### src/rtl/core/iadm_pkg.sv
// shared types and constants of the iupac dna approximate matcher
package iadm_pkg;

  localparam int unsigned QueryBases = 32;
  localparam int unsigned FifoDepth  = 4;
  localparam int unsigned CfgIdxW    = 3;
  localparam int unsigned CfgDataW   = 64;

  typedef enum logic [CfgIdxW-1:0] {
    REG_QUERY_LOW     = 3'd0,
    REG_QUERY_HIGH    = 3'd1,
    REG_QUERY_LENGTH  = 3'd2,
    REG_MAX_MISMATCH  = 3'd3,
    REG_MAX_UNKNOWN   = 3'd4,
    REG_COMPLEMENT    = 3'd5,
    REG_REGION_ORIGIN = 3'd6
  } cfg_reg_e;

  typedef struct packed {
    logic [4*QueryBases-1:0] query_codes;
    logic [5:0]              len;
    logic [5:0]              max_mm;
    logic [5:0]              max_uk;
    logic                    complement;
    logic [31:0]             origin;
  } cfg_t;

  typedef struct packed {
    logic [3:0] code;
    logic       unknown;
    logic       last;
  } base_entry_t;

  typedef struct packed {
    logic full;
    logic empty;
  } fifo_status_t;

endpackage

### src/rtl/core/iadm_front.sv
// front end: encodes target characters to iupac base masks
module iadm_front import iadm_pkg::*; (
  input  logic        in_valid_i,
  input  logic [7:0]  target_char_i,
  input  logic        last_base_i,
  input  logic        complement_i,
  input  logic        fifo_full_i,
  output logic        in_stall_o,
  output logic        push_o,
  output base_entry_t entry_o
);

  localparam logic [3:0] BaseA = 4'b0001;
  localparam logic [3:0] BaseT = 4'b0010;
  localparam logic [3:0] BaseG = 4'b0100;
  localparam logic [3:0] BaseC = 4'b1000;

  logic [7:0] uc;
  logic       is_dash;
  logic [3:0] code;

  always_comb begin
    uc      = {1'b0, target_char_i[6:0]};
    is_dash = (uc == "-");
    if (uc >= "a" && uc <= "z") begin
      uc = uc - 8'd32;
    end
    unique case (uc)
      "A":      code = BaseA;
      "C":      code = BaseC;
      "G":      code = BaseG;
      "T", "U": code = BaseT;
      "R":      code = BaseA | BaseG;
      "Y":      code = BaseT | BaseC;
      "M":      code = BaseA | BaseC;
      "K":      code = BaseG | BaseT;
      "S":      code = BaseC | BaseG;
      "W":      code = BaseA | BaseT;
      "H":      code = BaseA | BaseC | BaseT;
      "B":      code = BaseG | BaseC | BaseT;
      "V":      code = BaseG | BaseC | BaseA;
      "D":      code = BaseG | BaseA | BaseT;
      "N", "X": code = BaseA | BaseC | BaseG | BaseT;
      "-":      code = BaseA | BaseC | BaseG;
      default:  code = 4'b0000;
    endcase
    // swap a<->t and c<->g, dash keeps its mask
    if (complement_i && !is_dash) begin
      code = {code[2], code[3], code[0], code[1]};
    end
  end

  assign in_stall_o      = fifo_full_i;
  assign push_o          = in_valid_i && !fifo_full_i;
  assign entry_o.code    = code;
  assign entry_o.unknown = (target_char_i == "n") || (target_char_i == "x");
  assign entry_o.last    = last_base_i;

endmodule

### src/rtl/core/iadm_fifo.sv
// short queue between front end and match engine
module iadm_fifo import iadm_pkg::*; (
  input  logic         clk_i,
  input  logic         rst_ni,
  input  logic         push_i,
  input  base_entry_t  entry_i,
  input  logic         pop_i,
  output base_entry_t  entry_o,
  output fifo_status_t status_o
);

  localparam int unsigned PtrW = $clog2(FifoDepth);
  localparam int unsigned CntW = $clog2(FifoDepth + 1);

  base_entry_t     mem_q [FifoDepth];
  logic [PtrW-1:0] wr_q, wr_d;
  logic [PtrW-1:0] rd_q, rd_d;
  logic [CntW-1:0] cnt_q, cnt_d;

  always_comb begin
    wr_d  = wr_q;
    rd_d  = rd_q;
    cnt_d = cnt_q;
    if (push_i) begin
      wr_d = (wr_q == PtrW'(FifoDepth - 1)) ? '0 : wr_q + 1'b1;
    end
    if (pop_i) begin
      rd_d = (rd_q == PtrW'(FifoDepth - 1)) ? '0 : rd_q + 1'b1;
    end
    if (push_i && !pop_i) begin
      cnt_d = cnt_q + 1'b1;
    end else if (pop_i && !push_i) begin
      cnt_d = cnt_q - 1'b1;
    end
  end

  always_ff @(posedge clk_i or negedge rst_ni) begin
    if (!rst_ni) begin
      wr_q  <= '0;
      rd_q  <= '0;
      cnt_q <= '0;
    end else begin
      wr_q  <= wr_d;
      rd_q  <= rd_d;
      cnt_q <= cnt_d;
    end
  end

  always_ff @(posedge clk_i) begin
    if (push_i) begin
      mem_q[wr_q] <= entry_i;
    end
  end

  assign entry_o        = mem_q[rd_q];
  assign status_o.full  = (cnt_q == CntW'(FifoDepth));
  assign status_o.empty = (cnt_q == '0);

endmodule

### src/rtl/core/iadm_back.sv
// match engine: window, mismatch and unknown counts, greedy match decision
module iadm_back import iadm_pkg::*; #(
  parameter int unsigned QUERY_MAX = 32
) (
  input  logic         clk_i,
  input  logic         rst_ni,
  input  cfg_t         cfg_i,
  input  fifo_status_t fifo_st_i,
  input  base_entry_t  entry_i,
  output logic         pop_o,
  input  logic         out_stall_i,
  output logic         out_valid_o,
  output logic [31:0]  match_start_o,
  output logic [31:0]  match_end_o
);

  localparam int unsigned WinDepth = (QUERY_MAX < QueryBases) ? QUERY_MAX : QueryBases;
  localparam int unsigned NumGrp   = (WinDepth + 7) / 8;
  localparam int unsigned PadW     = NumGrp * 8;
  localparam int unsigned CntW     = $clog2(WinDepth + 1);

  logic                adv;
  logic                pop;

  // window
  logic [3:0]          win_q   [WinDepth];
  logic [3:0]          win_nxt [WinDepth];
  logic [WinDepth-1:0] unk_q;
  logic [WinDepth-1:0] unk_nxt;
  logic [WinDepth-1:0] mm_vec;
  logic [WinDepth-1:0] uk_vec;
  logic [5:0]          qidx;
  logic [3:0]          qmask;
  logic [5:0]          lenm1;
  logic [31:0]         pos_q;

  // stage 1
  logic                s1_vld_q;
  logic [WinDepth-1:0] s1_mm_q;
  logic [WinDepth-1:0] s1_uk_q;
  logic [31:0]         s1_pos_q;
  logic [31:0]         s1_start_q;
  logic                s1_elig_q;
  logic                s1_last_q;

  // stage 2
  logic                s2_vld_q;
  logic [3:0]          s2_mm_grp_q [NumGrp];
  logic [3:0]          s2_uk_grp_q [NumGrp];
  logic [3:0]          mm_grp [NumGrp];
  logic [3:0]          uk_grp [NumGrp];
  logic [PadW-1:0]     mm_pad;
  logic [PadW-1:0]     uk_pad;
  logic [31:0]         s2_pos_q;
  logic [31:0]         s2_start_q;
  logic                s2_elig_q;
  logic                s2_last_q;
  logic [31:0]         s2_abs_start_q;
  logic [31:0]         s2_abs_end_q;

  // decision and output
  logic [CntW-1:0]     mm_sum;
  logic [CntW-1:0]     uk_sum;
  logic                hit;
  logic [31:0]         nas_q;
  logic                out_vld_q;
  logic [31:0]         out_start_q;
  logic [31:0]         out_end_q;

  assign adv   = !out_vld_q || !out_stall_i;
  assign pop   = adv && !fifo_st_i.empty;
  assign pop_o = pop;
  assign lenm1 = cfg_i.len - 6'd1;

  // shift in the new base and compare against the query reversed onto the window
  always_comb begin
    win_nxt[0] = entry_i.code;
    unk_nxt[0] = entry_i.unknown;
    for (int j = 1; j < WinDepth; j++) begin
      win_nxt[j] = win_q[j-1];
      unk_nxt[j] = unk_q[j-1];
    end
    qidx  = '0;
    qmask = '0;
    for (int j = 0; j < WinDepth; j++) begin
      qidx      = lenm1 - 6'(j);
      qmask     = cfg_i.query_codes[{qidx[4:0], 2'b00} +: 4];
      mm_vec[j] = (6'(j) < cfg_i.len) && ((qmask & win_nxt[j]) == 4'b0000);
      uk_vec[j] = (6'(j) < cfg_i.len) && unk_nxt[j];
    end
  end

  // group counts of eight bits each
  always_comb begin
    mm_pad = PadW'(s1_mm_q);
    uk_pad = PadW'(s1_uk_q);
    for (int g = 0; g < NumGrp; g++) begin
      mm_grp[g] = '0;
      uk_grp[g] = '0;
      for (int b = 0; b < 8; b++) begin
        mm_grp[g] = mm_grp[g] + 4'(mm_pad[g*8+b]);
        uk_grp[g] = uk_grp[g] + 4'(uk_pad[g*8+b]);
      end
    end
  end

  always_comb begin
    mm_sum = '0;
    uk_sum = '0;
    for (int g = 0; g < NumGrp; g++) begin
      mm_sum = mm_sum + CntW'(s2_mm_grp_q[g]);
      uk_sum = uk_sum + CntW'(s2_uk_grp_q[g]);
    end
    hit = s2_vld_q && s2_elig_q
          && (6'(mm_sum) <= cfg_i.max_mm)
          && (6'(uk_sum) <= cfg_i.max_uk)
          && (s2_start_q >= nas_q);
  end

  always_ff @(posedge clk_i or negedge rst_ni) begin
    if (!rst_ni) begin
      for (int j = 0; j < WinDepth; j++) begin
        win_q[j] <= '0;
      end
      unk_q     <= '0;
      pos_q     <= '0;
      nas_q     <= '0;
      s1_vld_q  <= 1'b0;
      s2_vld_q  <= 1'b0;
      out_vld_q <= 1'b0;
    end else if (adv) begin
      s1_vld_q  <= pop;
      s2_vld_q  <= s1_vld_q;
      out_vld_q <= hit;
      if (pop) begin
        // end of region clears the window and position
        for (int j = 0; j < WinDepth; j++) begin
          win_q[j] <= entry_i.last ? 4'b0000 : win_nxt[j];
        end
        unk_q <= entry_i.last ? '0 : unk_nxt;
        pos_q <= entry_i.last ? '0 : pos_q + 32'd1;
      end
      if (s2_vld_q) begin
        if (s2_last_q) begin
          nas_q <= '0;
        end else if (hit) begin
          nas_q <= s2_pos_q + 32'd1;
        end
      end
    end
  end

  always_ff @(posedge clk_i) begin
    if (adv) begin
      s1_mm_q    <= mm_vec;
      s1_uk_q    <= uk_vec;
      s1_pos_q   <= pos_q;
      s1_start_q <= pos_q - 32'(lenm1);
      s1_elig_q  <= (pos_q >= 32'(lenm1));
      s1_last_q  <= entry_i.last;

      for (int g = 0; g < NumGrp; g++) begin
        s2_mm_grp_q[g] <= mm_grp[g];
        s2_uk_grp_q[g] <= uk_grp[g];
      end
      s2_pos_q       <= s1_pos_q;
      s2_start_q     <= s1_start_q;
      s2_elig_q      <= s1_elig_q;
      s2_last_q      <= s1_last_q;
      s2_abs_start_q <= cfg_i.origin + s1_start_q;
      s2_abs_end_q   <= cfg_i.origin + s1_pos_q;

      out_start_q <= s2_abs_start_q;
      out_end_q   <= s2_abs_end_q;
    end
  end

  assign out_valid_o   = out_vld_q;
  assign match_start_o = out_start_q;
  assign match_end_o   = out_end_q;

endmodule

### src/rtl/core/iupac_dna_approx_matcher.sv
// top level of the iupac dna approximate matcher
//
// Target characters arrive on the in channel (valid/stall), one per request,
// with last_base marking the final character of a search region. Each request
// that completes a matching window past the last reported match yields one
// match on the out channel, carrying start and end offset by region_origin.
// Registers are written through the cfg channel (valid/ready, index and data);
// ready is always high and writes are expected only while the block is idle.
// Throughput is one character per cycle while the output is not stalled. A
// character is written into a four-entry queue and then passes three registers
// in the match engine (window compare, group counts, count sum and greedy
// decision); a match appears on the out port from the last of these registers.
// When a match is stalled, the match engine and its output register hold;
// the queue keeps taking characters until it fills, then in_stall_o rises.
// Reset clears the registers to their defaults, empties the queue and clears
// the window, the position counter and the next allowed match start.
module iupac_dna_approx_matcher import iadm_pkg::*; #(
  parameter int unsigned QUERY_MAX = 32
) (
  input  logic                clk_i,
  input  logic                rst_ni,
  input  logic                in_valid_i,
  output logic                in_stall_o,
  input  logic [7:0]          target_char_i,
  input  logic                last_base_i,
  output logic                out_valid_o,
  input  logic                out_stall_i,
  output logic [31:0]         match_start_o,
  output logic [31:0]         match_end_o,
  input  logic                cfg_valid_i,
  output logic                cfg_ready_o,
  input  logic [CfgIdxW-1:0]  cfg_index_i,
  input  logic [CfgDataW-1:0] cfg_data_i
);

  localparam int unsigned LenCap = (QUERY_MAX < QueryBases) ? QUERY_MAX : QueryBases;

  logic [63:0]  qlow_q;
  logic [63:0]  qhigh_q;
  logic [5:0]   qlen_q;
  logic [5:0]   max_mm_q;
  logic [5:0]   max_uk_q;
  logic         comp_q;
  logic [31:0]  origin_q;
  logic [5:0]   len_eff;
  cfg_t         cfg;

  logic         push;
  logic         pop;
  base_entry_t  front_entry;
  base_entry_t  fifo_entry;
  fifo_status_t fifo_st;

  assign cfg_ready_o = 1'b1;

  always_ff @(posedge clk_i or negedge rst_ni) begin
    if (!rst_ni) begin
      qlow_q   <= '0;
      qhigh_q  <= '0;
      qlen_q   <= 6'd1;
      max_mm_q <= '0;
      max_uk_q <= '0;
      comp_q   <= 1'b0;
      origin_q <= '0;
    end else if (cfg_valid_i && cfg_ready_o) begin
      unique case (cfg_reg_e'(cfg_index_i))
        REG_QUERY_LOW:     qlow_q   <= cfg_data_i[63:0];
        REG_QUERY_HIGH:    qhigh_q  <= cfg_data_i[63:0];
        REG_QUERY_LENGTH:  qlen_q   <= cfg_data_i[5:0];
        REG_MAX_MISMATCH:  max_mm_q <= cfg_data_i[5:0];
        REG_MAX_UNKNOWN:   max_uk_q <= cfg_data_i[5:0];
        REG_COMPLEMENT:    comp_q   <= cfg_data_i[0];
        REG_REGION_ORIGIN: origin_q <= cfg_data_i[31:0];
        default: ;
      endcase
    end
  end

  // zero length acts as one, long lengths clamp to the window
  always_comb begin
    if (qlen_q == '0) begin
      len_eff = 6'd1;
    end else if (qlen_q > 6'(LenCap)) begin
      len_eff = 6'(LenCap);
    end else begin
      len_eff = qlen_q;
    end
  end

  assign cfg.query_codes = {qhigh_q, qlow_q};
  assign cfg.len         = len_eff;
  assign cfg.max_mm      = max_mm_q;
  assign cfg.max_uk      = max_uk_q;
  assign cfg.complement  = comp_q;
  assign cfg.origin      = origin_q;

  iadm_front u_front (
    .in_valid_i    (in_valid_i),
    .target_char_i (target_char_i),
    .last_base_i   (last_base_i),
    .complement_i  (cfg.complement),
    .fifo_full_i   (fifo_st.full),
    .in_stall_o    (in_stall_o),
    .push_o        (push),
    .entry_o       (front_entry)
  );

  iadm_fifo u_fifo (
    .clk_i    (clk_i),
    .rst_ni   (rst_ni),
    .push_i   (push),
    .entry_i  (front_entry),
    .pop_i    (pop),
    .entry_o  (fifo_entry),
    .status_o (fifo_st)
  );

  iadm_back #(
    .QUERY_MAX (QUERY_MAX)
  ) u_back (
    .clk_i         (clk_i),
    .rst_ni        (rst_ni),
    .cfg_i         (cfg),
    .fifo_st_i     (fifo_st),
    .entry_i       (fifo_entry),
    .pop_o         (pop),
    .out_stall_i   (out_stall_i),
    .out_valid_o   (out_valid_o),
    .match_start_o (match_start_o),
    .match_end_o   (match_end_o)
  );

`ifndef SYNTHESIS
  a_fifo_flags: assert property (@(posedge clk_i) disable iff (!rst_ni)
    !(fifo_st.full && fifo_st.empty))
    else $error("queue reports full and empty together");

  a_fifo_fill: assert property (@(posedge clk_i) disable iff (!rst_ni)
    (push && !pop) |=> !fifo_st.empty)
    else $error("queue empty after a push without a pop");

  a_pop_nonempty: assert property (@(posedge clk_i) disable iff (!rst_ni)
    pop |-> !fifo_st.empty)
    else $error("match engine popped an empty queue");

  a_match_span: assert property (@(posedge clk_i) disable iff (!rst_ni)
    out_valid_o |-> ((match_end_o - match_start_o) == (32'(len_eff) - 32'd1)))
    else $error("match span differs from query length");
`endif

endmodule
### config.mk
export PLATFORM = sky130hd
export DESIGN_NAME = iupac_dna_approx_matcher
export DESIGN_NICKNAME = d
export VERILOG_FILES = /design/src/rtl/core/iadm_pkg.sv /design/src/rtl/core/iadm_front.sv /design/src/rtl/core/iadm_fifo.sv /design/src/rtl/core/iadm_back.sv /design/src/rtl/core/iupac_dna_approx_matcher.sv
export SDC_FILE = /design/constraint.sdc
export NUM_CORES = 2
export LEC_CHECK = 0
export BUFFER_PORTS_ARGS = -buffer_cell sky130_fd_sc_hd__buf_2
export CORE_AREA = 2 2 364 366
export CTS_BUF_LIST = sky130_fd_sc_hd__clkbuf_8 sky130_fd_sc_hd__clkbuf_16
export DETAILED_ROUTE_END_ITERATION = 10
export DIE_AREA = 0 0 366 368
export GPL_ROUTABILITY_DRIVEN = 0
export PLACE_DENSITY = 0.6
export SETUP_SLACK_MARGIN = 0.02
export SLEW_MARGIN = 20
export SYNTH_ARGS = -nofsm -noshare
export SYNTH_HDL_FRONTEND = slang
export SYNTH_SLANG_ARGS = --single-unit
export TNS_END_PERCENT = 5
### constraint.sdc
create_clock -name clk_i -period 6.3 [get_ports clk_i]
set_input_delay 0 -clock clk_i [delete_from_list [all_inputs] [get_ports clk_i]]
set_output_delay 0 -clock clk_i [all_outputs]
set_load 0.05 [all_outputs]
==> run_summary.xml <==
<?xml version="1.0" encoding="UTF-8"?>
<metrics>
  <group name="yosys">
    <metric name="synth_cells" unit="">4108</metric>
    <metric name="syn-cell-area" unit="sq mm">0.0455</metric>
    <metric name="synth-seq-cells" unit="">788</metric>
    <metric name="async_reset_ff_frac" unit="">0.518</metric>
    <metric name="synth.net_count" unit="">4420</metric>
    <metric name="number_of_synthesis_warnings" unit="">0</metric>
    <metric name="synthesis.area_per_instance" unit="sq um">11.1</metric>
    <metric name="post_synth_num_cell_types" unit="">86</metric>
    <metric name="synth-main-ff-cell" unit="">sky130_fd_sc_hd__dfrtp_1</metric>
    <metric name="synth_sequential_area_ratio" unit="">0.475</metric>
    <metric name="synth_enable_flop_cells" unit="">380</metric>
  </group>
  <group name="floorplan">
    <metric name="core" unit="sq mm">0.131</metric>
    <metric name="design.die.area" unit="sq mm">0.135</metric>
    <metric name="die_w" unit="um">366</metric>
    <metric name="placement_rows" unit="">133</metric>
    <metric name="initial_utilization" unit="">0.348</metric>
    <metric name="num_io_pins" unit="">148</metric>
    <metric name="die_height" unit="um">368</metric>
  </group>
  <group name="clock_tree">
    <metric name="hold_fix_buffers_cts" unit="">85</metric>
    <metric name="cts_buffer_count" unit="">85</metric>
    <metric name="clock_h_tree_levels" unit="">3</metric>
    <metric name="postCtsSetupBuffers" unit="">0</metric>
    <metric name="cts_resized" unit="">0</metric>
    <metric name="clkLatencyLatePin" unit="ns">0.69</metric>
    <metric name="clkSinkCount" unit="">788</metric>
    <metric name="worst_setup_hold_path_clk_slew" unit="ns">0.06</metric>
    <metric name="clock-root-buffer" unit="">sky130_fd_sc_hd__clkbuf_16</metric>
    <metric name="ctsLongestPathBuffers" unit="">3</metric>
    <metric name="tritoncts" unit="">done</metric>
  </group>
  <group name="global_route">
    <metric name="wire_length_of_the_first_global_routing_pass" unit="um">213000</metric>
    <metric name="grt_pass1_vias" unit="">33200</metric>
    <metric name="largest_net_degree_at_the_start_of_global_routing" unit="">158</metric>
    <metric name="track_usage" unit="">0.206</metric>
    <metric name="number_of_antenna_violations_at_the_first_check_in_global_routing" unit="">13</metric>
    <metric name="grt_overflow_total" unit="">0</metric>
  </group>
  <group name="power">
    <metric name="pwr-share-seq" unit="">0.298</metric>
    <metric name="power_frac_comb" unit="">0.516</metric>
    <metric name="internal_power" unit="mW">14.9</metric>
    <metric name="sw_frac_of_total" unit="">0.449</metric>
    <metric name="cellLeakagePower" unit="nW">21.5</metric>
    <metric name="power_density" unit="mW/mm^2">522</metric>
    <metric name="p_sw" unit="mW">12.1</metric>
    <metric name="clock_power_share" unit="">0.186</metric>
    <metric name="report.power.total" unit="mW">27.0</metric>
    <metric name="ir_worst_vdd" unit="V">0.000324</metric>
  </group>
  <group name="hold_path">
    <metric name="worstHoldPathCells" unit="">3</metric>
    <metric name="min-delay-start" unit="">out_stall_i</metric>
    <metric name="hold_path_class" unit="">input pin to flop</metric>
    <metric name="worstHoldEndpoint" unit="">u_back.s1_vld_q</metric>
  </group>
  <group name="sta">
    <metric name="grt_setup_unrepaired" unit="">false</metric>
    <metric name="final_period_minus_worst_setup_slack" unit="ns">5.09</metric>
    <metric name="worstMarginPinSlew" unit="ns">1.19</metric>
    <metric name="fin_skew" unit="ns">0.0365</metric>
    <metric name="report.final.setup_viol" unit="">0</metric>
    <metric name="timing.setup.tns" unit="ns">0</metric>
    <metric name="slew-limit-headroom" unit="">0.208</metric>
    <metric name="timing.final.max_slew_violations" unit="">0</metric>
    <metric name="hold_viol" unit="">0</metric>
    <metric name="achievable-frequency" unit="GHz">0.197</metric>
    <metric name="layout_worst_path_cycle_share" unit="">0.807</metric>
  </group>
  <group name="setup_path">
    <metric name="startpoint_type" unit="">flop</metric>
    <metric name="crit_path_max_fanout" unit="">15</metric>
    <metric name="timing.reg2reg.worst_path_depth" unit="">18</metric>
    <metric name="crit-reg2reg-capture" unit="">u_back.s1_start_q[30]</metric>
    <metric name="r2r_start" unit="">qlen_q[3]</metric>
    <metric name="capturing_element_type_of_the_critical_path" unit="">flop</metric>
    <metric name="cp.required" unit="ns">6.71</metric>
    <metric name="worst-setup-path-type" unit="">flop to flop</metric>
    <metric name="r2r_setup_slack" unit="ns">1.21</metric>
    <metric name="worst_ep_arrival_time" unit="ns">5.50</metric>
  </group>
  <group name="cells_and_area">
    <metric name="layout.cells.most_common" unit="">sky130_fd_sc_hd__nand2_1</metric>
    <metric name="fraction_of_final_layout_cells_sized_beyond_drive_strength_1" unit="">0.151</metric>
    <metric name="post-route-util" unit="">0.396</metric>
    <metric name="final_cell_area" unit="sq mm">0.0518</metric>
    <metric name="layout_common_cells" unit="">sky130_fd_sc_hd__nand2_1 (496), sky130_fd_sc_hd__dfrtp_1 (407), sky130_fd_sc_hd__edfxtp_1 (380)</metric>
    <metric name="synth_to_final_area_change" unit="%">13.7</metric>
    <metric name="nNetsFinal" unit="">4579</metric>
  </group>
  <group name="placed_design">
    <metric name="placed_cell_area" unit="sq mm">0.0481</metric>
    <metric name="io_buffers" unit="">146</metric>
    <metric name="place.detailed.hpwl" unit="um">104000</metric>
  </group>
  <group name="outcome">
    <metric name="run_status" unit="">completed</metric>
  </group>
  <group name="route">
    <metric name="detailedRoute.firstPassIterationCount" unit="">8</metric>
    <metric name="drt.antenna.violating_nets" unit="">0</metric>
    <metric name="vias" unit="">34200</metric>
    <metric name="dr_vias_cell" unit="">5.61</metric>
    <metric name="routedWlPerCell" unit="um">23.1</metric>
    <metric name="wl" unit="um">141000</metric>
    <metric name="detailedRoute.firstIterationViolations" unit="">4113</metric>
    <metric name="drc" unit="">0</metric>
  </group>
  <group name="run">
    <metric name="timing.max_cap.violations" unit="">0</metric>
  </group>
</metrics>
Yosys cell counts, types with 41 or more instances:
library cell | n | area share
sky130_fd_sc_hd__nand2_1 | 497 | 0.041
sky130_fd_sc_hd__dfrtp_1 | 407 | 0.22
sky130_fd_sc_hd__edfxtp_1 | 380 | 0.25
sky130_fd_sc_hd__mux2i_1 | 245 | 0.054
sky130_fd_sc_hd__o21ai_0 | 232 | 0.026
sky130_fd_sc_hd__inv_1 | 220 | 0.018
sky130_fd_sc_hd__mux2_2 | 195 | 0.048
sky130_fd_sc_hd__ha_1 | 183 | 0.050
sky130_fd_sc_hd__clkbuf_1 | 172 | 0.014
sky130_fd_sc_hd__a22oi_1 | 162 | 0.027
sky130_fd_sc_hd__nor2_1 | 152 | 0.013
sky130_fd_sc_hd__a21oi_1 | 129 | 0.014
sky130_fd_sc_hd__nand3_1 | 121 | 0.013
sky130_fd_sc_hd__xnor2_1 | 91 | 0.018
sky130_fd_sc_hd__xor2_1 | 80 | 0.015
sky130_fd_sc_hd__mux4_2 | 73 | 0.036
sky130_fd_sc_hd__nor2b_1 | 59 | 0.0081
sky130_fd_sc_hd__a21o_1 | 49 | 0.0081
sky130_fd_sc_hd__fa_1 | 48 | 0.021
sky130_fd_sc_hd__nor3_1 | 41 | 0.0045
state kept, by name, indices dropped and copies added, names as in the netlist, 6 cells and up:
| register | cells |
|---|---|
| u_back.s1_pos_q | 32 |
| qlow_q | 64 |
| u_back.mm_pad | 32 |
| u_back.s2_mm_grp_q | 16 |
| u_back.s2_abs_end_q | 32 |
| u_back.s2_pos_q | 32 |
| u_back.match_start_o | 32 |
| u_back.pos_q | 32 |
| u_back.win_nxt | 124 |
| qhigh_q | 64 |
| max_mm_q | 6 |
| u_fifo.mem_q | 24 |
| u_back.s1_start_q | 32 |
| u_back.nas_q | 32 |
| qlen_q | 6 |
| u_back.unk_q | 31 |
| u_back.s2_abs_start_q | 32 |
| u_back.s2_uk_grp_q | 16 |
| origin_q | 32 |
| u_back.match_end_o | 32 |
| u_back.s1_uk_q | 32 |
| u_back.s2_start_q | 32 |
| max_uk_q | 6 |
cell families after synthesis:
group                    after synthesis  synth area share
other                                  1         0.0000824
AND/OR/NAND/NOR                     1072             0.109
flip-flops                           788             0.475
adder cells (fa/ha/maj)              231            0.0714
AO/OA/AOI/OAI                        880             0.131
buffers and inverters                446            0.0398
multiplexers                         516             0.139
XOR/XNOR                             174            0.0342
power groups by stage:
stage,sequential (mW),clock [mW],combinational [mW]
2_1_floorplan,8.55,0,8.81
3_3_place_gp,8.09,0,13.3
3_5_place_dp,8.14,0,13.6
4_1_cts,8.04,5.14,13.7
5_1_grt,8.19,5.35,14.9
6_report,8.04,5.03,13.9
critical path: stages (launching register included):
cell and delay [ns]:
sky130_fd_sc_hd__dfrtp_1 0.32, sky130_fd_sc_hd__buf_4 0.17, sky130_fd_sc_hd__nor4_4 0.06, sky130_fd_sc_hd__or2_1 0.26, sky130_fd_sc_hd__and2_4 0.20, sky130_fd_sc_hd__inv_6 0.06, sky130_fd_sc_hd__ha_1 0.45, sky130_fd_sc_hd__nand2_1 0.32
sky130_fd_sc_hd__xnor2_2 0.21, sky130_fd_sc_hd__inv_1 0.59, sky130_fd_sc_hd__ha_1 0.42, sky130_fd_sc_hd__inv_1 0.08, sky130_fd_sc_hd__o21bai_1 0.08, sky130_fd_sc_hd__a21oi_1 0.38, sky130_fd_sc_hd__nand4_1 0.30, sky130_fd_sc_hd__nor2_1 0.33
sky130_fd_sc_hd__nand2_1 0.19, sky130_fd_sc_hd__nor4_1 0.27, sky130_fd_sc_hd__xor2_1 0.12
worst max path at each step:
stage	from	end	slack (ns)	cells past startpoint
final	qlen_q[3]	u_back.s1_start_q[30]	1.21	18
after floorplan	u_back.out_valid_o	u_back.pos_q[31]	0.83	8
after global routing	qlen_q[3]	u_back.s1_start_q[30]	0.93	18
after CTS	u_back.s2_uk_grp_q[1][0]	u_back.nas_q[28]	1.06	16
after global placement	u_back.s2_uk_grp_q[1][0]	u_back.nas_q[27]	1.24	16
after detailed placement	u_back.s2_uk_grp_q[1][0]	u_back.nas_q[14]	1.07	16
metal layers:
| metal | share of wire | track usage |
|---|---|---|
| met1 | 0.43 | 0.282 |
| met3 | 0.081 | 0.0426 |
| met4 | 0.045 | 0.0822 |
| met2 | 0.45 | 0.318 |
| met5 | 0.00030 | 0 |
stage by stage:
stage                     setup WS, ns  cells  hold slack, ns
after floorplan                  0.828   4108          -0.296
after global placement            1.24   5848          0.0709
after detailed placement          1.07   5850          0.0790
after CTS                         1.06   6095          0.0253
after global routing             0.933   6095          0.0507
final                             1.21   6098          0.0558
area by class of cell:
| class | instances | area [sq um] |
|---|---|---|
| repair buffers | 291 | 2110 |
| diodes | 3 | 7.51 |
| multi-input cells | 2874 | 22100 |
| fillers | 12700 | 79000 |
| well taps | 1755 | 2200 |
| flip-flops and latches | 788 | 21600 |
| clock buffers | 92 | 2250 |
| clock inverters | 68 | 552 |
| inverters | 227 | 876 |
Power figures use the tool's default switching activity.
